`config.mk`:
```
export PLATFORM = sky130hd
export DESIGN_NAME = infix_to_postfix_converter_flat
export DESIGN_NICKNAME = d
export VERILOG_FILES = /design/src/sv/itp_pkg.sv /design/src/sv/itp_if.sv /design/src/sv/infix_to_postfix_converter.sv /design/src/sv/itp_stack_ram.sv /design/src/flat_wrapper.sv
export SDC_FILE = /design/constraint.sdc
export NUM_CORES = 1
export LEC_CHECK = 0
export BUFFER_PORTS_ARGS = -buffer_cell sky130_fd_sc_hd__buf_2
export CELL_PAD_IN_SITES_DETAIL_PLACEMENT = 1
export CELL_PAD_IN_SITES_GLOBAL_PLACEMENT = 2
export CORE_MARGIN = 2
export CORE_UTILIZATION = 30
export CTS_CLUSTER_SIZE = 28
export DETAILED_ROUTE_END_ITERATION = 7
export PLACE_DENSITY_LB_ADDON = 0.1
export SLEW_MARGIN = 20
export SYNTH_ARGS = -nofsm -noshare
export SYNTH_HDL_FRONTEND = slang
export SYNTH_HIERARCHICAL = 1
export SYNTH_SLANG_ARGS = --single-unit
```
`constraint.sdc`:
```
create_clock -name clk_i -period 10.6 [get_ports clk_i]
set_clock_uncertainty 0.05 [all_clocks]
set_input_delay 1.59 -clock clk_i [delete_from_list [all_inputs] [get_ports clk_i]]
set_output_delay 1.59 -clock clk_i [all_outputs]
set_load 0.03 [all_outputs]
```
`src/sv/itp_pkg.sv`:
```
// Package for the infix-to-postfix converter.
// Holds character codes, error codes, the state type and the character
// classification functions. No dependencies.
`default_nettype none

package itp_pkg;

  localparam logic [7:0] CH_PLUS   = 8'h2B;
  localparam logic [7:0] CH_MINUS  = 8'h2D;
  localparam logic [7:0] CH_STAR   = 8'h2A;
  localparam logic [7:0] CH_SLASH  = 8'h2F;
  localparam logic [7:0] CH_CARET  = 8'h5E;
  localparam logic [7:0] CH_LPAREN = 8'h28;
  localparam logic [7:0] CH_RPAREN = 8'h29;

  localparam logic [7:0] CH_SPACE  = 8'h20;
  localparam logic [7:0] CH_TAB    = 8'h09;
  localparam logic [7:0] CH_LF     = 8'h0A;
  localparam logic [7:0] CH_VT     = 8'h0B;
  localparam logic [7:0] CH_FF     = 8'h0C;
  localparam logic [7:0] CH_CR     = 8'h0D;

  localparam logic [7:0] CH_DIG_LO = 8'h30;
  localparam logic [7:0] CH_DIG_HI = 8'h39;
  localparam logic [7:0] CH_UPP_LO = 8'h41;
  localparam logic [7:0] CH_UPP_HI = 8'h5A;
  localparam logic [7:0] CH_LOW_LO = 8'h61;
  localparam logic [7:0] CH_LOW_HI = 8'h7A;
  localparam logic [7:0] CH_NUL    = 8'h00;

  localparam logic       CMD_CHAR  = 1'b0;
  localparam logic       CMD_END   = 1'b1;

  localparam logic [1:0] ERR_NONE      = 2'd0;
  localparam logic [1:0] ERR_UNMATCHED = 2'd1;
  localparam logic [1:0] ERR_OVERFLOW  = 2'd2;

  typedef enum logic [2:0] {
    ST_IDLE = 3'b001,
    ST_WORK = 3'b010,
    ST_FILL = 3'b100
  } state_e;

  function automatic logic [1:0] rank_of(logic [7:0] c);
    logic [1:0] r;
    case (c) inside
      CH_PLUS, CH_MINUS: r = 2'd1;
      CH_STAR, CH_SLASH: r = 2'd2;
      CH_CARET:          r = 2'd3;
      default:           r = 2'd0;
    endcase
    return r;
  endfunction

  function automatic logic is_space(logic [7:0] c);
    logic s;
    case (c) inside
      CH_SPACE, CH_TAB, CH_LF, CH_VT, CH_FF, CH_CR: s = 1'b1;
      default:                                       s = 1'b0;
    endcase
    return s;
  endfunction

  function automatic logic is_alnum(logic [7:0] c);
    return ((c >= CH_DIG_LO) && (c <= CH_DIG_HI)) ||
           ((c >= CH_UPP_LO) && (c <= CH_UPP_HI)) ||
           ((c >= CH_LOW_LO) && (c <= CH_LOW_HI));
  endfunction

endpackage

`default_nettype wire

```
`src/sv/itp_if.sv`:
```
// Channel interfaces of the infix-to-postfix converter.
// Input channel carries command and character; output channel the result.
// Depends on nothing.
`default_nettype none

interface itp_in_if;
  logic       valid;
  logic       ready;
  logic       cmd;
  logic [7:0] ch;

  modport source (output valid, output cmd, output ch, input ready);
  modport sink   (input valid, input cmd, input ch, output ready);
endinterface

interface itp_out_if;
  logic       valid;
  logic       ready;
  logic [7:0] out_char;
  logic       has_char;
  logic       last;
  logic       done_res;
  logic [1:0] error;

  modport source (output valid, output out_char, output has_char, output last,
                  output done_res, output error, input ready);
  modport sink   (input valid, input out_char, input has_char, input last,
                  input done_res, input error, output ready);
endinterface

`default_nettype wire

```
`src/sv/infix_to_postfix_converter.sv`:
```
// Top level of the infix-to-postfix converter (shunting-yard).
// Uses itp_pkg, itp_in_if, itp_out_if and itp_stack_ram.
//
//   port    | dir | payload                                   | transfer
//   in_i    | in  | cmd, ch                                   | valid & ready
//   out_o   | out | out_char, has_char, last, done_res, error | valid & ready
//
// Each character is first taken into the input register, then acted on.
// A pop that leaves entries on the stack passes through ST_FILL, as the new
// top comes back from the registered stack memory read; dropping a matched '('
// does so too when entries remain. A popped operator waits a step for its last flag.
// Reset clears the stack count and the error; the stack memory is not cleared.
// The input stalls while an item is in work; a stalled output stalls the work.
`default_nettype none

module infix_to_postfix_converter
  import itp_pkg::*;
#(
  parameter int STACK_DEPTH = 32
) (
  input wire logic  clk_i,
  input wire logic  rst_ni,
  itp_in_if.sink    in_i,
  itp_out_if.source out_o
);

  localparam int Aw = (STACK_DEPTH > 1) ? $clog2(STACK_DEPTH) : 1;
  localparam int Cw = $clog2(STACK_DEPTH + 1);

  state_e         state_q, state_d;
  logic           cmd_q;
  logic [7:0]     ch_q;
  logic [Cw-1:0]  cnt_q, cnt_d;
  logic [7:0]     top_q, top_d;
  logic [1:0]     err_q, err_d;
  logic           pend_v_q, pend_v_d;
  logic [7:0]     pend_c_q, pend_c_d;
  logic           fin_q, fin_d;

  logic           ov_q;
  logic [7:0]     oc_q;
  logic           oh_q, ol_q, odn_q;
  logic [1:0]     oe_q;

  logic           emit;
  logic [7:0]     e_char;
  logic           e_has, e_last, e_done;
  logic [1:0]     e_err;

  logic           ram_we, ram_re;
  logic [Aw-1:0]  ram_waddr, ram_raddr;
  logic [7:0]     ram_wdata, ram_rdata;

  logic           out_free;
  logic           cont;
  logic           cnt_ge2;
  logic           full;
  logic [Cw-1:0]  cnt_m1, cnt_m2;

  itp_stack_ram #(
    .Depth (STACK_DEPTH),
    .Aw    (Aw)
  ) u_stack (
    .clk_i   (clk_i),
    .we_i    (ram_we),
    .waddr_i (ram_waddr),
    .wdata_i (ram_wdata),
    .re_i    (ram_re),
    .raddr_i (ram_raddr),
    .rdata_o (ram_rdata)
  );

  assign in_i.ready     = (state_q == ST_IDLE);
  assign out_o.valid    = ov_q;
  assign out_o.out_char = oc_q;
  assign out_o.has_char = oh_q;
  assign out_o.last     = ol_q;
  assign out_o.done_res = odn_q;
  assign out_o.error    = oe_q;

  assign out_free = !ov_q || out_o.ready;
  assign cnt_m1   = cnt_q - Cw'(1);
  assign cnt_m2   = cnt_q - Cw'(2);
  assign cnt_ge2  = (cnt_q >= Cw'(2));
  assign full     = (cnt_q >= Cw'(STACK_DEPTH));

  always_comb begin
    if (cmd_q == CMD_END) begin
      cont = (cnt_q != '0);
    end else if (ch_q == CH_RPAREN) begin
      cont = (cnt_q != '0) && (top_q != CH_LPAREN);
    end else begin
      cont = (cnt_q != '0) && (rank_of(ch_q) <= rank_of(top_q));
    end
  end

  always_comb begin
    state_d   = state_q;
    cnt_d     = cnt_q;
    top_d     = top_q;
    err_d     = err_q;
    pend_v_d  = pend_v_q;
    pend_c_d  = pend_c_q;
    fin_d     = fin_q;
    emit      = 1'b0;
    e_char    = CH_NUL;
    e_has     = 1'b0;
    e_last    = 1'b0;
    e_done    = 1'b0;
    e_err     = ERR_NONE;
    ram_we    = 1'b0;
    ram_waddr = cnt_q[Aw-1:0];
    ram_wdata = ch_q;
    ram_re    = 1'b0;
    ram_raddr = cnt_m2[Aw-1:0];

    unique case (state_q)
      ST_IDLE: begin
        if (in_i.valid) begin
          state_d = ST_WORK;
        end
      end
      ST_WORK: begin
        if (cmd_q == CMD_END) begin
          if (out_free) begin
            emit = 1'b1;
            if (cont) begin
              e_char = top_q;
              e_has  = 1'b1;
              cnt_d  = cnt_m1;
              if (cnt_ge2) begin
                ram_re  = 1'b1;
                state_d = ST_FILL;
              end
            end else begin
              e_last  = 1'b1;
              e_done  = 1'b1;
              e_err   = err_q;
              err_d   = ERR_NONE;
              cnt_d   = '0;
              state_d = ST_IDLE;
            end
          end
        end else if ((err_q != ERR_NONE) || is_space(ch_q)) begin
          state_d = ST_IDLE;
        end else if (is_alnum(ch_q)) begin
          if (out_free) begin
            emit    = 1'b1;
            e_char  = ch_q;
            e_has   = 1'b1;
            e_last  = 1'b1;
            state_d = ST_IDLE;
          end
        end else if ((ch_q == CH_LPAREN) || !cont) begin
          if (!pend_v_q || out_free) begin
            if (pend_v_q) begin
              emit   = 1'b1;
              e_char = pend_c_q;
              e_has  = 1'b1;
              e_last = 1'b1;
            end
            pend_v_d = 1'b0;
            state_d  = ST_IDLE;
            if (ch_q == CH_RPAREN) begin
              if (cnt_q == '0) begin
                err_d = ERR_UNMATCHED;
              end else begin
                cnt_d = cnt_m1;
                if (cnt_ge2) begin
                  ram_re  = 1'b1;
                  fin_d   = 1'b1;
                  state_d = ST_FILL;
                end
              end
            end else if (full) begin
              err_d = ERR_OVERFLOW;
            end else begin
              ram_we = 1'b1;
              top_d  = ch_q;
              cnt_d  = cnt_q + Cw'(1);
            end
          end
        end else begin
          if (!pend_v_q || out_free) begin
            if (pend_v_q) begin
              emit   = 1'b1;
              e_char = pend_c_q;
              e_has  = 1'b1;
            end
            pend_v_d = 1'b1;
            pend_c_d = top_q;
            cnt_d    = cnt_m1;
            if (cnt_ge2) begin
              ram_re  = 1'b1;
              state_d = ST_FILL;
            end
          end
        end
      end
      ST_FILL: begin
        top_d   = ram_rdata;
        fin_d   = 1'b0;
        state_d = fin_q ? ST_IDLE : ST_WORK;
      end
      default: begin
        state_d = ST_IDLE;
      end
    endcase
  end

  always_ff @(posedge clk_i or negedge rst_ni) begin
    if (!rst_ni) begin
      state_q  <= ST_IDLE;
      cnt_q    <= '0;
      err_q    <= ERR_NONE;
      pend_v_q <= 1'b0;
      fin_q    <= 1'b0;
      ov_q     <= 1'b0;
    end else begin
      state_q  <= state_d;
      cnt_q    <= cnt_d;
      err_q    <= err_d;
      pend_v_q <= pend_v_d;
      fin_q    <= fin_d;
      if (emit) begin
        ov_q <= 1'b1;
      end else if (out_o.ready) begin
        ov_q <= 1'b0;
      end
    end
  end

  always_ff @(posedge clk_i) begin
    top_q    <= top_d;
    pend_c_q <= pend_c_d;
    if (in_i.valid && in_i.ready) begin
      cmd_q <= in_i.cmd;
      ch_q  <= in_i.ch;
    end
    if (emit) begin
      oc_q  <= e_char;
      oh_q  <= e_has;
      ol_q  <= e_last;
      odn_q <= e_done;
      oe_q  <= e_err;
    end
  end

  a_cnt_bound: assert property (@(posedge clk_i) disable iff (!rst_ni)
    cnt_q <= Cw'(STACK_DEPTH))
    else $error("stack count above depth");

  a_idle_no_pend: assert property (@(posedge clk_i) disable iff (!rst_ni)
    in_i.ready |-> !pend_v_q)
    else $error("held operator left behind at item end");

  a_fill_once: assert property (@(posedge clk_i) disable iff (!rst_ni)
    (state_q == ST_FILL) |=> (state_q != ST_FILL))
    else $error("stack refill lasted more than one cycle");

  a_done_last: assert property (@(posedge clk_i) disable iff (!rst_ni)
    (ov_q && odn_q) |-> (ol_q && !oh_q))
    else $error("done result without last flag");

endmodule

`default_nettype wire

```
`src/sv/itp_stack_ram.sv`:
```
// Operator stack storage: one write port, one read port, registered read.
// Depends on nothing.
`default_nettype none

module itp_stack_ram #(
  parameter int Depth = 32,
  parameter int Aw    = 5
) (
  input  wire logic          clk_i,
  input  wire logic          we_i,
  input  wire logic [Aw-1:0] waddr_i,
  input  wire logic [7:0]    wdata_i,
  input  wire logic          re_i,
  input  wire logic [Aw-1:0] raddr_i,
  output logic      [7:0]    rdata_o
);

  logic [7:0] mem [Depth];

  always_ff @(posedge clk_i) begin
    if (we_i) begin
      mem[waddr_i] <= wdata_i;
    end
  end

  always_ff @(posedge clk_i) begin
    if (re_i) begin
      rdata_o <= mem[raddr_i];
    end
  end

endmodule

`default_nettype wire
```
`src/flat_wrapper.sv`:
```
// flat-port wrapper written by rule: the top's interface ports become plain ports
module infix_to_postfix_converter_flat import itp_pkg::*;
#(
  parameter int STACK_DEPTH = 32
)
  (clk_i, rst_ni, in_i_valid, in_i_cmd, in_i_ch, in_i_ready, out_o_valid, out_o_out_char, out_o_has_char, out_o_last, out_o_done_res, out_o_error, out_o_ready);
  itp_in_if in_i_i ();
  itp_out_if out_o_i ();
  input wire logic clk_i;
  input wire logic rst_ni;
  input wire logic [$bits(in_i_i.valid)-1:0] in_i_valid;
  input wire logic [$bits(in_i_i.cmd)-1:0] in_i_cmd;
  input wire logic [$bits(in_i_i.ch)-1:0] in_i_ch;
  output wire logic [$bits(in_i_i.ready)-1:0] in_i_ready;
  output wire logic [$bits(out_o_i.valid)-1:0] out_o_valid;
  output wire logic [$bits(out_o_i.out_char)-1:0] out_o_out_char;
  output wire logic [$bits(out_o_i.has_char)-1:0] out_o_has_char;
  output wire logic [$bits(out_o_i.last)-1:0] out_o_last;
  output wire logic [$bits(out_o_i.done_res)-1:0] out_o_done_res;
  output wire logic [$bits(out_o_i.error)-1:0] out_o_error;
  input wire logic [$bits(out_o_i.ready)-1:0] out_o_ready;
  assign in_i_i.valid = in_i_valid;
  assign in_i_i.cmd = in_i_cmd;
  assign in_i_i.ch = in_i_ch;
  assign in_i_ready = in_i_i.ready;
  assign out_o_valid = out_o_i.valid;
  assign out_o_out_char = out_o_i.out_char;
  assign out_o_has_char = out_o_i.has_char;
  assign out_o_last = out_o_i.last;
  assign out_o_done_res = out_o_i.done_res;
  assign out_o_error = out_o_i.error;
  assign out_o_i.ready = out_o_ready;
  infix_to_postfix_converter #(.STACK_DEPTH(STACK_DEPTH)) u_core (.clk_i(clk_i), .rst_ni(rst_ni), .in_i(in_i_i), .out_o(out_o_i));
endmodule
```
; ---- Word-level counts from Yosys, hierarchy flattened
; Memory sizes are Yosys's and may differ from the RTL's. A register that Yosys moved wholly into a read port is not among the register bits.
; Cells that the tools add are included.
[classes]
addsub = 3
n_mul = 0
n_div = 0
order_cmp = 9
eq_ne = 43
shift = 0
muxes = 120
bitwise_logic = 6
reduce_logical = 37
[ops]
columns = op, count
row1 = 2-to-1 mux 8 bit, 15
row2 = equality test 8 x 6 -> 1 bit (second input constant), 11
row3 = 2-to-1 mux 6 bit, 11
row4 = 2-to-1 mux 1 bit, 56
row5 = 2-to-1 mux 2 bit, 21
row6 = 2-to-1 mux 3 bit, 14
row7 = equality test 8 x 4 -> 1 bit (second input constant), 5
row8 = inequality test 2 bit (second input constant), 9
row9 = AND reduction 9 bit, 2
row10 = equality test 8 x 7 -> 1 bit (second input constant), 2
row11 = >= comparator 8 x 7 -> 1 bit (second input constant), 2
row12 = <= comparator 8 x 7 -> 1 bit (second input constant), 2
row13 = one-hot mux 8 bit (2 select lines), 1
row14 = inequality test 2 x 1 -> 1 bit (second input constant), 6
row15 = nonzero test 2 bit, 5
row16 = one-hot mux 3 bit (3 select lines), 1
row17 = >= comparator 8 x 6 -> 1 bit (second input constant), 1
row18 = <= comparator 8 x 6 -> 1 bit (second input constant), 1
row19 = inequality test 4 x 3 -> 1 bit (second input constant), 2
row20 = inequality test 8 x 6 -> 1 bit (second input constant), 1
row21 = AND reduction 8 bit, 1
row22 = OR reduction 2 bit, 4
row23 = AND reduction 7 bit, 1
row24 = adder 6 x 1 -> 6 bit (second input constant), 1
row25 = other kinds (26), 43
[totals]
register_bits = 52
latch_bits = 0
ramBits = 256
mem_bits_ro = 0
out_inout_bits = 15
wordCells = 234
n_memories = 1
[memory_table]
columns = name, depth, width, rd, rd_clocked_by_memory_dff, write_ports, line
row1 = u_core.u_stack.mem, 32, 8, 1, 1, 1, itp_stack_ram.sv:18  ; logic [7:0] mem [Depth];

; ---- Depth between registers and ports, before layout
; Gate-level depths: netlist (run 1).
[depth]
depth_word = 19
depth_mapped = 15

; ---- Modules after synthesis
; The synthesis (run 1) kept the hierarchy.
[by_module_without_submodules]
columns = mod, n_inst, cells_per_inst, area_each_um2
row1 = itp_stack_ram, 1, 417, 10133.5
row2 = infix_to_postfix_converter, 1, 313, 3183.1

; ---- Least setup slack after synthesis (run 1)
; OpenSTA, ideal clock, no wires.
[synth_path]
kind = register to register
startpoint = register u_core.ch_q[6]
endpoint = memory u_core.u_stack.mem[0][0], enable pin
arrival_ps = 3946
required_time_ps = 10180
path_slack_ps = 6234
stages_incl_launch_ff = 14
path_buffers = 2
cell_sequence = edfxtp_1 buf_6 or4b_4 o21a_1 o21ai_0 and3_1 ha_1 a21oi_1 o21ai_0 a31o_2 nor3_1 or3b_2 clkbuf_1 nor2_1
[synth_between]
elab_chain_len = 19
elab_cells_between_ends = 51
classes_between = order compare (7) / eq/ne (13) / mux (19) / reduce/logical (12)
[synth_lines]
columns = element, line
row1 = from (decl), infix_to_postfix_converter.sv:32  ; logic [7:0] ch_q;
row2 = from (signal assigned), infix_to_postfix_converter.sv:238  ; ch_q <= in_i.ch;
row3 = equality test 8 x 7 -> 1 bit / equality test 8 x 6 -> 1 bit (equally long branches), infix_to_postfix_converter.sv:93  ; cont = (cnt_q != '0) && (rank_of(ch_q) <= rank_of(top_q));
row4 = 2-to-1 mux 2 bit / OR reduction 2 bit (equally long branches), itp_pkg.sv:46  ; case (c) inside
row5 = 2-to-1 mux 2 bit (2 in a row), itp_pkg.sv:46
row6 = 2-to-1 mux 2 bit, infix_to_postfix_converter.sv:90  ; end else if (ch_q == CH_RPAREN) begin
row7 = 2-to-1 mux 2 bit, infix_to_postfix_converter.sv:88  ; if (cmd_q == CMD_END) begin
row8 = <= comparator 2 bit, infix_to_postfix_converter.sv:93
row9 = logical AND 1 bit, infix_to_postfix_converter.sv:93
row10 = 2-to-1 mux 1 bit, infix_to_postfix_converter.sv:90
row11 = [... 3 more ...], n/a
row12 = 2-to-1 mux 1 bit, infix_to_postfix_converter.sv:154  ; end else if ((ch_q == CH_LPAREN) || !cont) begin
row13 = 2-to-1 mux 1 bit, infix_to_postfix_converter.sv:146  ; end else if (is_alnum(ch_q)) begin
row14 = 2-to-1 mux 1 bit *, infix_to_postfix_converter.sv:144  ; end else if ((err_q != ERR_NONE) || is_space(ch_q)) begin
row15 = 2-to-1 mux 1 bit *, infix_to_postfix_converter.sv:124  ; if (cmd_q == CMD_END) begin
row16 = 2-to-1 mux 1 bit *, infix_to_postfix_converter.sv:117  ; unique case (state_q)
row17 = net u_core.ram_we, infix_to_postfix_converter.sv:50  ; logic ram_we, ram_re;
row18 = 2-to-1 mux 1 bit *, itp_stack_ram.sv:21  ; if (we_i) begin
row19 = 2-to-1 mux 1 bit (not written as such) *, itp_stack_ram.sv:22  ; mem[waddr_i] <= wdata_i;
row20 = to (decl), itp_stack_ram.sv:18
; Mark *: on every way through the listed nets, which the timed path passes. The rest lies on a longest branch. The select of a mux whose other input is x is not followed.

; ---- Worst setup path in the final report (run 1)
[layout_path]
startpoint = register u_core.ch_q[5]
endpoint = memory u_core.u_stack.mem[2][7], enable pin
; The elaborated chain is that of the path after synthesis.

==> PnR_summary.wiki, run 1 <==
{| class="wikitable"
! Metric !! Value
|-
| Outcome || complete, no violations
|-
| DIE HEIGHT || 215 um
|-
| Initial standard-cell utilization of the core || 30.2%
|-
| Crit end category || flop
|-
| Post-synthesis instance total || 730
|-
| Clock latency of the later-clocked register in the worst-skew pair || 0.55 ns
|-
| Worst-Margin Slew || 0.986 ns
|-
| Master cell of the clock root buffer || clkbuf_16
|-
| Total standard cell area after synthesis || 13300 um^2
|-
| Total of hold buffers inserted after clock tree synthesis || 0
|-
| Synthesized-area fraction occupied by xor and xnor cells || 0.526%
|-
| Number of buffers inserted to repair setup after CTS || 0
|-
| Detail Route Antenna Nets || 0
|-
| Pwr dens || 275 nW/um^2
|-
| Detailed-route wire length per cell || 26.0 um
|-
| Maximum number of pins on one net before global-route repair || 65
|-
| Clock-pin slew of the registers on the worst-case setup and hold paths || 0.06 ns
|-
| Die outline area || 46100 um^2
|-
| Post-layout nets || 792
|-
| Share of total power in sequential cells || 38.0%
|-
| Area post-placement || 14100 um^2
|-
| Layout area overhead || 14.7%
|-
| Synthesized netlist net count || 751
|-
| Peak supply drop || 0.000144 V
|-
| Post-synth EDFFs || 302
|-
| Vias || 6930
|-
| Maximum level of the CTS H-tree || 2
|-
| Count of boundary I/O pins || 28
|-
| Unrepaired setup endpoints after global routing || false
|-
| Standard-cell row count || 77
|-
| Post-route standard cell area excluding fillers || 15300 um^2
|-
| Total design power || 0.00420 W
|-
| Register bit count reported by yosys || 316
|-
| Largest cells by area after synthesis || edfxtp_1 68%, mux4_2 14%, dfrtp_1 2.4%, nor2_1 1.6%, mux2_2 1.5%
|-
| Relative max-transition margin || 34.3%
|-
| TritonCTS Buffers || 37
|-
| Final-layout worst hold slack || 0.474 ns
|-
| Fraction of post-synthesis cell area in the top cell type by area || 68.1%
|-
| Combinational power share || 33.4%
|-
| Global-route usage over all layers || 16.1%
|-
| Reported net switching power || 0.00140 W
|-
| Detailed Place HPWL || 23.5 mm
|-
| Adder-Cell Fraction of Synth Area || 0.752%
|-
| Top cell types by occurrence after synthesis || 302 x edfxtp_1, 80 x mux4_2, 57 x nor2_1
|-
| Sequential share of the synthesized area || 70.7%
|-
| Synth async-reset ratio || 4.43%
|-
| Ys Warns || 6
|-
| Synthesized-area fraction occupied by and/or/nand/nor cells || 7.03%
|-
| Last weighted congestion value of the routability-driven placer || 0.744
|-
| Maximum clock frequency || 192 MHz
|-
| Max-slew violations || 0
|-
| Final worst path period share || 49.3%
|-
| Main combinational cell family by area after synthesis || multiplexers
|-
| Final Hold Viols || 0
|-
| HP Class || reg2reg
|-
| Setup-failing EPs final || 0
|-
| # port buffers || 27
|-
| X dimension of the die || 215 um
|-
| N_diodes || 0
|-
| Worst EP arrival || 5.34 ns
|-
| Layout cell share with drive strength beyond 1 || 27.0%
|-
| Via count of the first global-routing pass || 7592
|-
| Average instance area after synthesis || 18.2 um^2
|-
| Detailed Route WL || 36.2 mm
|-
| Clock tree from TritonCTS || done
|-
| Post-synth cell types || 73
|-
| Total overflow reported by the global router || 0
|-
| Bufs on Longest Clock Path || 3
|-
| Mux contribution to synthesized area || 15.2%
|-
| Total leakage power || 4.78 nW
|-
| Category of the worst setup path launch point || flop
|-
| Peak fanout along the critical path || 39
|-
| Critical path data required time || 10.72 ns
|-
| Cell Int Power || 0.00280 W
|-
| Dominant cell by count in the synthesized netlist || edfxtp_1
|-
| Count of routing violations after the opening detailed-route iteration || 494
|-
| Floorplan Core Area || 44000 um^2
|-
| TritonCTS sink count || 316
|-
| Minimum clock period || 5.22 ns
|-
| Proportion of power drawn by the clock network || 28.6%
|-
| Synth area leader || edfxtp_1
|-
| Total negative slack || 0 ns
|-
| Post_cts resized || 0
|-
| Number of antenna violations at the first check in global routing || 0
|-
| Per-cell via count in the routed design || 4.98
|-
| First-pass iteration count of the detailed router || 5
|-
| Max-capacitance violation count || 0
|-
| DR DRC count || 0
|-
| Proportion of total power due to net switching || 33.3%
|-
| Global-route wire length before repair || 54.3 mm
|-
| Area fraction in compound gates after synthesis || 4.06%
|-
| Worst setup path class || reg2reg
|-
| Top flip-flop cell by instance count after synthesis || edfxtp_1
|}
## final timing paths
check / end / slack, ns / startpoint / depth (start not counted)
worst min register to register: u_core/pend_c_q[3]$_DFFE_PP_ / 0.47 / u_core/top_q[3]$_DFFE_PP_ / 0
worst max register to register: u_core/u_stack/mem[2][7]$_DFFE_PP_ / 5.38 / u_core/ch_q[5]$_DFFE_PP_ / 14
worst max-delay path: u_core/u_stack/mem[2][7]$_DFFE_PP_ / 5.38 / u_core/ch_q[5]$_DFFE_PP_ / 14
max in group asynchronous: u_core/state_q[0]$_DFFE_PN1P_ / 9.27 / rst_ni / 1
min in group asynchronous: u_core/pend_v_q$_DFFE_PN0P_ / 0.91 / rst_ni / 1
worst min-delay path: u_core/pend_c_q[3]$_DFFE_PP_ / 0.47 / u_core/top_q[3]$_DFFE_PP_ / 0
## per-layer routing
metal / global-route usage, % / vias up / wire [um]
met1: 21.1 / 3706 / 15900
met2: 27.7 / 129 / 18400
met4: 3.84 / 0 / 649
met3: 3.06 / 45 / 1220
li1: - / 3050 / -
met5: 0 / - / 0
## cells in the final DEF, fill, tap and decap left out, types with 3 or more instances in the layout
master / synthesis / final
a211oi_1: 3 / 3
a21o_1: 4 / 4
a21oi_1: 20 / 20
and2_1: 5 / 5
and3_1: 4 / 4
buf_2: 6 / 27
buf_4: 6 / 12
clkbuf_1: 17 / 6
clkbuf_16: 0 / 37
clkinv_1: 0 / 9
clkinv_2: 0 / 6
clkinvlp_4: 0 / 3
dfrtp_1: 13 / 12
edfxtp_1: 302 / 302
ha_1: 8 / 8
inv_1: 9 / 8
mux2_2: 18 / 18
mux4_2: 80 / 80
nand2_1: 33 / 33
nand2b_1: 4 / 4
nand3_1: 8 / 8
nand3b_1: 6 / 6
nand4_1: 6 / 6
nor2_1: 57 / 56
nor2b_1: 6 / 6
nor3_1: 13 / 13
o21ai_0: 15 / 15
o221ai_1: 3 / 3
o22ai_1: 3 / 3
or2_2: 3 / 3
or3_1: 6 / 6
or3b_2: 4 / 4
xor2_1: 5 / 5
## flip-flops by register name, summed over array words and instances (netlist names), 2 cells and up
register                cells
u_core/ch_q                 8
u_core/err_q                2
u_core/out_o.out_char       8
u_core/state_q              3
u_core/u_stack/rdata_o      8
u_core/u_stack/mem        256
u_core/out_o.error          2
u_core/cnt_q                6
u_core/pend_c_q             8
u_core/top_q                8
## critical path, cell delays in order, from the launching register on
cell	delay [ns]
edfxtp_1	0.32
buf_4	0.42
nor4b_2	0.54
nand2_1	0.11
o22ai_1	0.15
nand2_1	0.07
o21ai_0	0.10
nand2_1	0.09
ha_1	0.34
a21oi_1	0.15
o21ai_0	0.23
a31o_2	0.32
nor3_1	0.51
nand3b_1	0.67
nor2_1	0.77
## through the flow
stage	util [%]	setup WS (ns)	instances
after floorplan	-	6.23	730
final	34.7	5.38	1391
after global placement	32.0	5.54	1324
after detailed placement	32.0	5.39	1324
after global routing	34.7	4.88	1391
after CTS	34.6	5.38	1391
## logic make-up after synthesis
| group | after synthesis |
|---|---|
| DFF | 316 |
| and+or+nand+nor | 175 |
| adders and majority gates | 8 |
| buffers and inverters | 46 |
| AOI/OAI and AO/OA | 77 |
| muxes | 100 |
| xor gates and xnor gates | 8 |
## power by group through the flow
| stage | registers (W) | clock network, W | logic, W |
|---|---|---|---|
| 6_report | 0.00160 | 0.00120 | 0.00140 |
| 5_1_grt | 0.00161 | 0.00129 | 0.00150 |
| 4_1_cts | 0.00160 | 0.00124 | 0.00143 |
| 3_5_place_dp | 0.00162 | 0 | 0.00142 |
| 3_3_place_gp | 0.00162 | 0 | 0.00142 |
| 2_1_floorplan | 0.00159 | 0 | 0.000969 |
## cell type report
class | count | area [um^2]
Clock buffer | 43 | 948
Clock inverter | 24 | 196
Fill cell | 4460 | 28800
Inverter | 9 | 33.8
Multi-Input combinational cell | 368 | 3710
Sequential cell | 316 | 9420
Tap cell | 592 | 741
Timing Repair Buffer | 39 | 225
(Power assumes the default switching activity.)
==> inputs of run 2 (changes only) <==
==> constraint.sdc (replaced) <==
create_clock -name clk_i -period 4.61 [get_ports clk_i]
set_clock_uncertainty 0.05 [all_clocks]
set_input_delay 0.6915 -clock clk_i [delete_from_list [all_inputs] [get_ports clk_i]]
set_output_delay 0.6915 -clock clk_i [all_outputs]
set_load 0.03 [all_outputs]
==> run 2 against run 1 <==
Core utilization rose by 1.2 points. Sequential share of layout area fell by 2.0 points. Register-to-register slack got worse by 4.9 ns. Critical path depth fell by 2. Global-route usage rose by 0.099 points. Count of clock-buffer cells in the layout rose by 2.
==> PnR_summary.wiki, run 2 (same netlist as run 1, synthesis figures left out) <==
{| class="wikitable"
! Metric !! Value
|-
| Setup slack, reg-to-reg || 0.43 ns (-4.95 ns)
|-
| X dimension of the die || 215 um (unchanged)
|-
| Total leakage power || 5.14 nW (+7.4%)
|-
| Layout cell share with drive strength beyond 1 || 32.6% (+5.5 points)
|-
| Count of routing violations after the opening detailed-route iteration || 556 (+13%)
|-
| Maximum clock frequency || 239 MHz (+25%)
|-
| Peak supply drop || 0.000253 V (+75%)
|-
| Bufs on Longest Clock Path || 3 (unchanged)
|-
| Number of instances in the placed design || 1379 (+4.2%)
|-
| Number of antenna violations at the first check in global routing || 0 (unchanged)
|-
| Vias || 7107 (+2.6%)
|-
| TritonCTS Buffers || 40 (+8.1%)
|-
| Largest stage delay, worst path || 0.66 ns (-0.11 ns)
|-
| Global-route usage over all layers || 16.2% (+0.099 points)
|-
| DR DRC count || 0 (unchanged)
|-
| Total overflow reported by the global router || 0 (unchanged)
|-
| Final worst path period share || 90.7% (+41 points)
|-
| Critical path data required time || 4.81 ns (-5.91 ns)
|-
| Worst setup path class || reg2reg
|-
| Relative max-transition margin || 27.2% (-7.1 points)
|-
| Endpoint of the lowest-slack register-to-register path || u_core/u_stack/mem[12][0]$_DFFE_PP_
|-
| Length in cells of the worst reg-to-reg path || 12 (-2)
|-
| Most common library cell in the layout ignoring fill and taps || edfxtp_1
|-
| Detail Route Antenna Nets || 0 (unchanged)
|-
| Final Hold Viols || 0 (unchanged)
|-
| Number of standard cells in the final layout excluding fillers || 1452 (+4.4%)
|-
| Post-layout nets || 851 (+7.4%)
|-
| Worst EP arrival || 4.38 ns (-0.96 ns)
|-
| Layout area overhead || 18.6%
|-
| Slowest cell on the critical path || or3b_2
|-
| Category of the worst setup path launch point || flop
|-
| Outcome || complete, no violations
|-
| Launch point of the worst reg-to-reg path || u_core/ch_q[4]$_DFFE_PP_
|-
| Initial standard-cell utilization of the core || 30.2% (unchanged)
|-
| Largest Register || u_core/u_stack/mem
|-
| Unrepaired setup endpoints after global routing || false
|-
| DIE HEIGHT || 215 um (unchanged)
|-
| First-pass iteration count of the detailed router || 4 (-1)
|-
| Clock-pin slew of the registers on the worst-case setup and hold paths || 0.06 ns (about the same)
|-
| Number of flip-flops under the largest register name || 256 (unchanged)
|-
| Crit end category || flop
|-
| TritonCTS sink count || 316 (unchanged)
|-
| Detailed Route WL || 36.7 mm (+1.3%)
|-
| Total negative slack || 0 ns (unchanged)
|-
| Peak fanout along the critical path || 8 (-79%)
|-
| Floorplan Core Area || 44000 um^2 (unchanged)
|-
| Final-layout worst hold slack || 0.262 ns (-0.213 ns)
|-
| Detailed-route wire length per cell || 25.3 um (-2.9%)
|-
| Total design power || 0.00995 W (+140%)
|-
| Detailed Place HPWL || 24.8 mm (+5.6%)
|-
| # port buffers || 27 (unchanged)
|-
| Max-slew violations || 0 (unchanged)
|-
| Maximum number of pins on one net before global-route repair || 41 (-37%)
|-
| Cell Chain, Critical Path || or4b_4, o21a_1, o21ai_0, and3_1, ha_1, a21oi_1, o21ai_0, a31o_2, nor3_1, or3b_2, nor2_1, buf_4
|-
| Max-capacitance violation count || 0 (unchanged)
|-
| Count of boundary I/O pins || 28 (unchanged)
|-
| CP startpoint || u_core/ch_q[4]$_DFFE_PP_
|-
| Per-cell via count in the routed design || 4.89 (-1.8%)
|-
| Post_cts resized || 0 (unchanged)
|-
| Worst-Margin Slew || 1.09 ns (+0.101 ns)
|-
| Last weighted congestion value of the routability-driven placer || 0.767 (+3.0%)
|-
| Global-route wire length before repair || 54.4 mm (+0.20%)
|-
| Endpoint of the most critical setup path || u_core/u_stack/mem[12][0]$_DFFE_PP_
|-
| N_diodes || 0 (unchanged)
|-
| Maximum level of the CTS H-tree || 2 (unchanged)
|-
| Standard-cell row count || 77 (unchanged)
|-
| Master cell of the clock root buffer || clkbuf_16
|-
| Die outline area || 46100 um^2 (unchanged)
|-
| Pwr dens || 630 nW/um^2 (+130%)
|-
| Clock tree from TritonCTS || done
|-
| Crit-path most repeated cell || o21ai_0
|-
| Minimum clock period || 4.18 ns (-1.04 ns)
|-
| Clock latency of the later-clocked register in the worst-skew pair || 0.56 ns (about the same)
|-
| Commonest cells after routing, fill and taps aside || 302 x edfxtp_1, 80 x mux4_2, 67 x buf_4, 57 x nor2_1, 40 x clkbuf_16
|-
| Via count of the first global-routing pass || 7830 (+3.1%)
|-
| HP Class || in2reg
|-
| Setup-failing EPs final || 0 (unchanged)
|}
[run 2: cell count changes in the layout (fill, tap and decap cells not counted), moves of 3 or more]
cell,before,now
clkinv_2,6,13
clkbuf_16,37,40
buf_4,12,67
clkinv_1,9,4
[run 2: metal layers]
metal / track usage [%] / part of all wire, % / vias up
li1: - / - / 3166
met1: 21.9 / 44 / 3741
met2: 26.9 / 49 / 150
met3: 3.12 / 5.1 / 50
met4: 4.14 / 1.7 / 0
met5: 0 / 0 / -
[run 2: power breakdown]
group | switching (W) | total, W | internal, W
registers | 0.000179 | 0.00360 | 0.00342
clock network | 0.00123 | 0.00300 | 0.00177
logic | 0.00188 | 0.00334 | 0.00146
[run 2: worst min-delay path by stage]
stage / from / end / cells past startpoint / slack (ns)
after floorplan: rst_ni / u_core/cnt_q[0]$_DFFE_PN0P_ / 0 / 0.35
after global placement: u_core/fin_q$_DFFE_PN0P_ / u_core/fin_q$_DFFE_PN0P_ / 2 / 0.45
after detailed placement: u_core/fin_q$_DFFE_PN0P_ / u_core/fin_q$_DFFE_PN0P_ / 2 / 0.45
after CTS: in_i_ch[3] / u_core/ch_q[3]$_DFFE_PP_ / 1 / 0.22
after global routing: in_i_ch[1] / u_core/ch_q[1]$_DFFE_PP_ / 1 / 0.23
final: in_i_ch[1] / u_core/ch_q[1]$_DFFE_PP_ / 1 / 0.26
[run 2: worst max-delay path: cells and delay by family, from the launching register on]
family | cells | cell delay (ns)
and+or+nand+nor | 5 | 2.06
DFF | 1 | 0.45
adders and majority gates | 1 | 0.25
AOI/OAI and AO/OA | 5 | 0.88
buffers and inverters | 1 | 0.19
[run 2: what timing repair did]
item | 4_1_cts | 5_1_grt
hold buffers | 1 | 0
hold endpoints to repair | 13 | 0
setup buffers | 0 | 0
[run 2: final cells by class]
cell class | instances | area [um^2]
inverters | 9 | 33.8
fillers | 4460 | 28200
clock buffers | 45 | 1020
well taps | 592 | 741
repair buffers | 95 | 648
clock inverters | 27 | 245
multi-input cells | 368 | 3680
flip-flops and latches | 316 | 9420
[run 2: stage by stage]
stage	instance area, um^2	setup WS [ns]	utilization (%)
finish	15800	0.429	35.9
CTS	15800	0.436	35.9
detailed placement	14500	0.474	33.0
floorplan	13300	0.244	-
global route	15800	0.242	35.9
global placement	14500	0.573	33.0
==> inputs of run 3 (changes only) <==
--- a/config.mk
+++ b/config.mk
@@ -12,7 +12,7 @@
 export CORE_UTILIZATION = 30
 export CTS_CLUSTER_SIZE = 28
 export DETAILED_ROUTE_END_ITERATION = 7
-export PLACE_DENSITY_LB_ADDON = 0.1
+export PLACE_DENSITY = 0.59
 export SLEW_MARGIN = 20
 export SYNTH_ARGS = -nofsm -noshare
 export SYNTH_HDL_FRONTEND = slang
==> run 3 against run 2 <==
Flip-flop and latch count stayed put. Core utilization is 0.20 points lower. Maximum frequency is 1.1% lower. First-iteration DRC count is 5.8% lower. Worst hold slack better by 0.0062 ns. Via count is 1.1% lower. Critical endpoint is now u_core/u_stack/mem[10][4]$_DFFE_PP_.
==> PnR_summary.wiki, run 3 (same netlist as run 1, synthesis figures left out) <==
{| class="wikitable"
! Metric !! Value
|-
| Outcome || complete, no violations
|-
| Detailed-route wire length per cell || 23.2 um (-8.2%)
|-
| Area used by multi-input combinational logic || 3690 um^2 (about the same)
|-
| Global-route wire length before repair || 50.7 mm (-6.9%)
|-
| Count of routing violations after the opening detailed-route iteration || 524 (-5.8%)
|-
| Total negative slack || 0 ns (unchanged)
|-
| Total area of sequential cells || 9420 um^2 (unchanged)
|-
| Bufs on Longest Clock Path || 3 (unchanged)
|-
| Max-capacitance violation count || 0 (unchanged)
|-
| Last weighted congestion value of the routability-driven placer || 0.739 (-3.6%)
|-
| Vias || 7032 (-1.1%)
|-
| Top Usage Layer GRT || met2
|-
| Number of antenna violations at the first check in global routing || 1 (+1)
|-
| Category of the worst setup path launch point || flop
|-
| Unrepaired setup endpoints after global routing || false
|-
| Initial standard-cell utilization of the core || 30.2% (unchanged)
|-
| Maximum number of pins on one net before global-route repair || 40 (-2.4%)
|-
| Master cell of the clock root buffer || clkbuf_16
|-
| Layout area overhead || 18.0%
|-
| Commonest cells after routing, fill and taps aside || 302 x edfxtp_1, 80 x mux4_2, 57 x buf_4, 56 x nor2_1, 38 x clkbuf_16
|-
| Maximum level of the CTS H-tree || 2 (unchanged)
|-
| Met1 Use GR || 20.6% (-1.3 points)
|-
| Clock tree from TritonCTS || done
|-
| Die outline area || 46100 um^2 (unchanged)
|-
| Detail Route Antenna Nets || 0 (unchanged)
|-
| Peak fanout along the critical path || 8 (unchanged)
|-
| Slowest cell on the critical path || nor2_1
|-
| Minimum clock period || 4.23 ns (+0.0480 ns)
|-
| Per-cell via count in the routed design || 4.89 (about the same)
|-
| Largest Register || u_core/u_stack/mem
|-
| Number of flip-flops under the largest register name || 256 (unchanged)
|-
| Largest stage delay, worst path || 0.65 ns (about the same)
|-
| Standard-cell row count || 77 (unchanged)
|-
| Final worst path period share || 91.7% (+1.0 points)
|-
| HP Class || in2reg
|-
| Maximum clock frequency || 236 MHz (-1.1%)
|-
| Layout cell share with drive strength beyond 1 || 31.4% (-1.2 points)
|-
| Clock-pin slew of the registers on the worst-case setup and hold paths || 0.06 ns (about the same)
|-
| TritonCTS Buffers || 37 (-7.5%)
|-
| Relative max-transition margin || 43.7% (+17 points)
|-
| N_diodes || 0 (unchanged)
|-
| TritonCTS sink count || 316 (unchanged)
|-
| Number of instances in the placed design || 1370 (-0.65%)
|-
| Floorplan Core Area || 44000 um^2 (unchanged)
|-
| Number of buffers inserted to repair setup after CTS || 0 (unchanged)
|-
| Peak supply drop || 0.000312 V (+23%)
|-
| Reported net switching power || 0.00317 W (-3.5%)
|-
| Most common library cell in the layout ignoring fill and taps || edfxtp_1
|-
| Critical path data required time || 4.72 ns (-0.09 ns)
|-
| Max-slew violations || 0 (unchanged)
|-
| Global-route usage over all layers || 14.8% (-1.4 points)
|-
| Post-layout nets || 839 (-1.4%)
|-
| Final Hold Viols || 0 (unchanged)
|-
| Number of standard cells in the final layout excluding fillers || 1437 (-1.0%)
|-
| Crit end category || flop
|-
| Clock latency of the later-clocked register in the worst-skew pair || 0.55 ns (about the same)
|-
| First-pass iteration count of the detailed router || 4 (unchanged)
|-
| Combinational power share || 34.3% (+0.7 points)
|-
| Setup slack, reg-to-reg || 0.38 ns (-0.05 ns)
|-
| DR DRC count || 0 (unchanged)
|-
| Worst EP arrival || 4.34 ns (-0.04 ns)
|-
| GR met2 Demand/Resource || 24.0% (-2.9 points)
|-
| X dimension of the die || 215 um (unchanged)
|-
| Cell Int Power || 0.00668 W (+0.37%)
|-
| Count of boundary I/O pins || 28 (unchanged)
|-
| DIE HEIGHT || 215 um (unchanged)
|-
| Detailed Route WL || 33.3 mm (-9.2%)
|-
| Total leakage power || 5.07 nW (-1.4%)
|-
| Worst setup path class || reg2reg
|-
| Setup-failing EPs final || 0 (unchanged)
|-
| Total overflow reported by the global router || 0 (unchanged)
|-
| # port buffers || 27 (unchanged)
|-
| Crit-path most repeated cell || o21ai_0
|-
| Proportion of power drawn by the clock network || 29.8% (-0.4 points)
|-
| Worst-Margin Slew || 0.841 ns (-0.246 ns)
|-
| Share of total power in sequential cells || 35.9% (-0.3 points)
|-
| Detailed Place HPWL || 22.0 mm (-11%)
|-
| Met3 track utilization from global routing || 2.30% (-0.82 points)
|-
| Proportion of total power due to net switching || 32.2% (-0.86 points)
|-
| Pwr dens || 628 nW/um^2 (-0.36%)
|-
| Cell Chain, Critical Path || or4b_4, o21a_1, o21ai_0, and3_1, ha_1, a21oi_1, o21ai_0, a31o_2, nor3_1, nand3b_1, buf_4, nor2_1
|-
| Fill cell total of the finished layout || 4449 (-0.25%)
|-
| Via count of the first global-routing pass || 7482 (-4.4%)
|}
[run 3: cell count changes in the layout (fill, tap and decap cells not counted), moves of 2 or more]
cell,delta
clkbuf_16,-2
clkinv_2,-6
buf_4,-10
clkbuf_8,+2
[run 3: final timing paths]
| kind | start | to | depth (start not counted) |
|---|---|---|---|
| worst max-delay path | u_core/ch_q[7]$_DFFE_PP_ | u_core/u_stack/mem[10][4]$_DFFE_PP_ | 12 |
| worst min-delay path | in_i_ch[0] | u_core/ch_q[0]$_DFFE_PP_ | 1 |
| worst max register to register | u_core/ch_q[7]$_DFFE_PP_ | u_core/u_stack/mem[10][4]$_DFFE_PP_ | 12 |
| worst min register to register | u_core/top_q[5]$_DFFE_PP_ | u_core/pend_c_q[5]$_DFFE_PP_ | 0 |
| max in group asynchronous | rst_ni | u_core/state_q[0]$_DFFE_PN1P_ | 2 |
| min in group asynchronous | rst_ni | u_core/err_q[1]$_DFFE_PN0P_ | 2 |
[run 3: metal layers]
layer | wire length [um] | vias to the layer above | share of wire, %
li1 | - | 3144 | -
met4 | 726 | 0 | 2.2
met3 | 1210 | 49 | 3.6
met5 | 0 | - | 0
met2 | 16200 | 121 | 49
met1 | 15200 | 3718 | 46
[run 3: repair_timing]
action	in CTS	in global routing
hold endpoints to repair	13	0
gates resized for setup	0	1
setup endpoints to repair	0	8
hold buffers	1	0
[run 3: through the flow]
stage          utilization [%]  hold WS [ns]  total power, W  area, um^2  worst slack [ns]
4_1_cts                   35.7         0.243          0.0100       15700             0.223
3_5_place_dp              32.9         0.454         0.00704       14500             0.234
6_report                  35.7         0.268         0.00986       15700             0.381
3_3_place_gp              32.9         0.451         0.00702       14500             0.318
5_1_grt                   35.7         0.257          0.0103       15700           0.00486
2_1_floorplan                -         0.346         0.00588       13300             0.244
[run 3: area by class of cell]
class                      instances  area share (%)
sequential                       316            60.0
multi-input combinational        368            23.5
clock inverter                    21            1.48
inverter                           9           0.215
clock buffer                      45            6.35
tap                              592            4.72
timing repair buffer              86            3.78
[run 3: power groups by stage]
stage          Combinational (W)  Clock, W  Sequential (W)
6_report                 0.00338   0.00294         0.00354
5_1_grt                  0.00363   0.00314         0.00356
4_1_cts                  0.00346   0.00303         0.00354
3_5_place_dp             0.00344         0         0.00360
3_3_place_gp             0.00342         0         0.00360
2_1_floorplan            0.00223         0         0.00365
[run 3: critical path, delay by kind of cell, from the launching register on]
family	cells	cell delay, ns
compound gates	5	0.83
fa+ha+maj	1	0.25
buf+inv	1	0.20
flops	1	0.47
simple gates	5	2.03
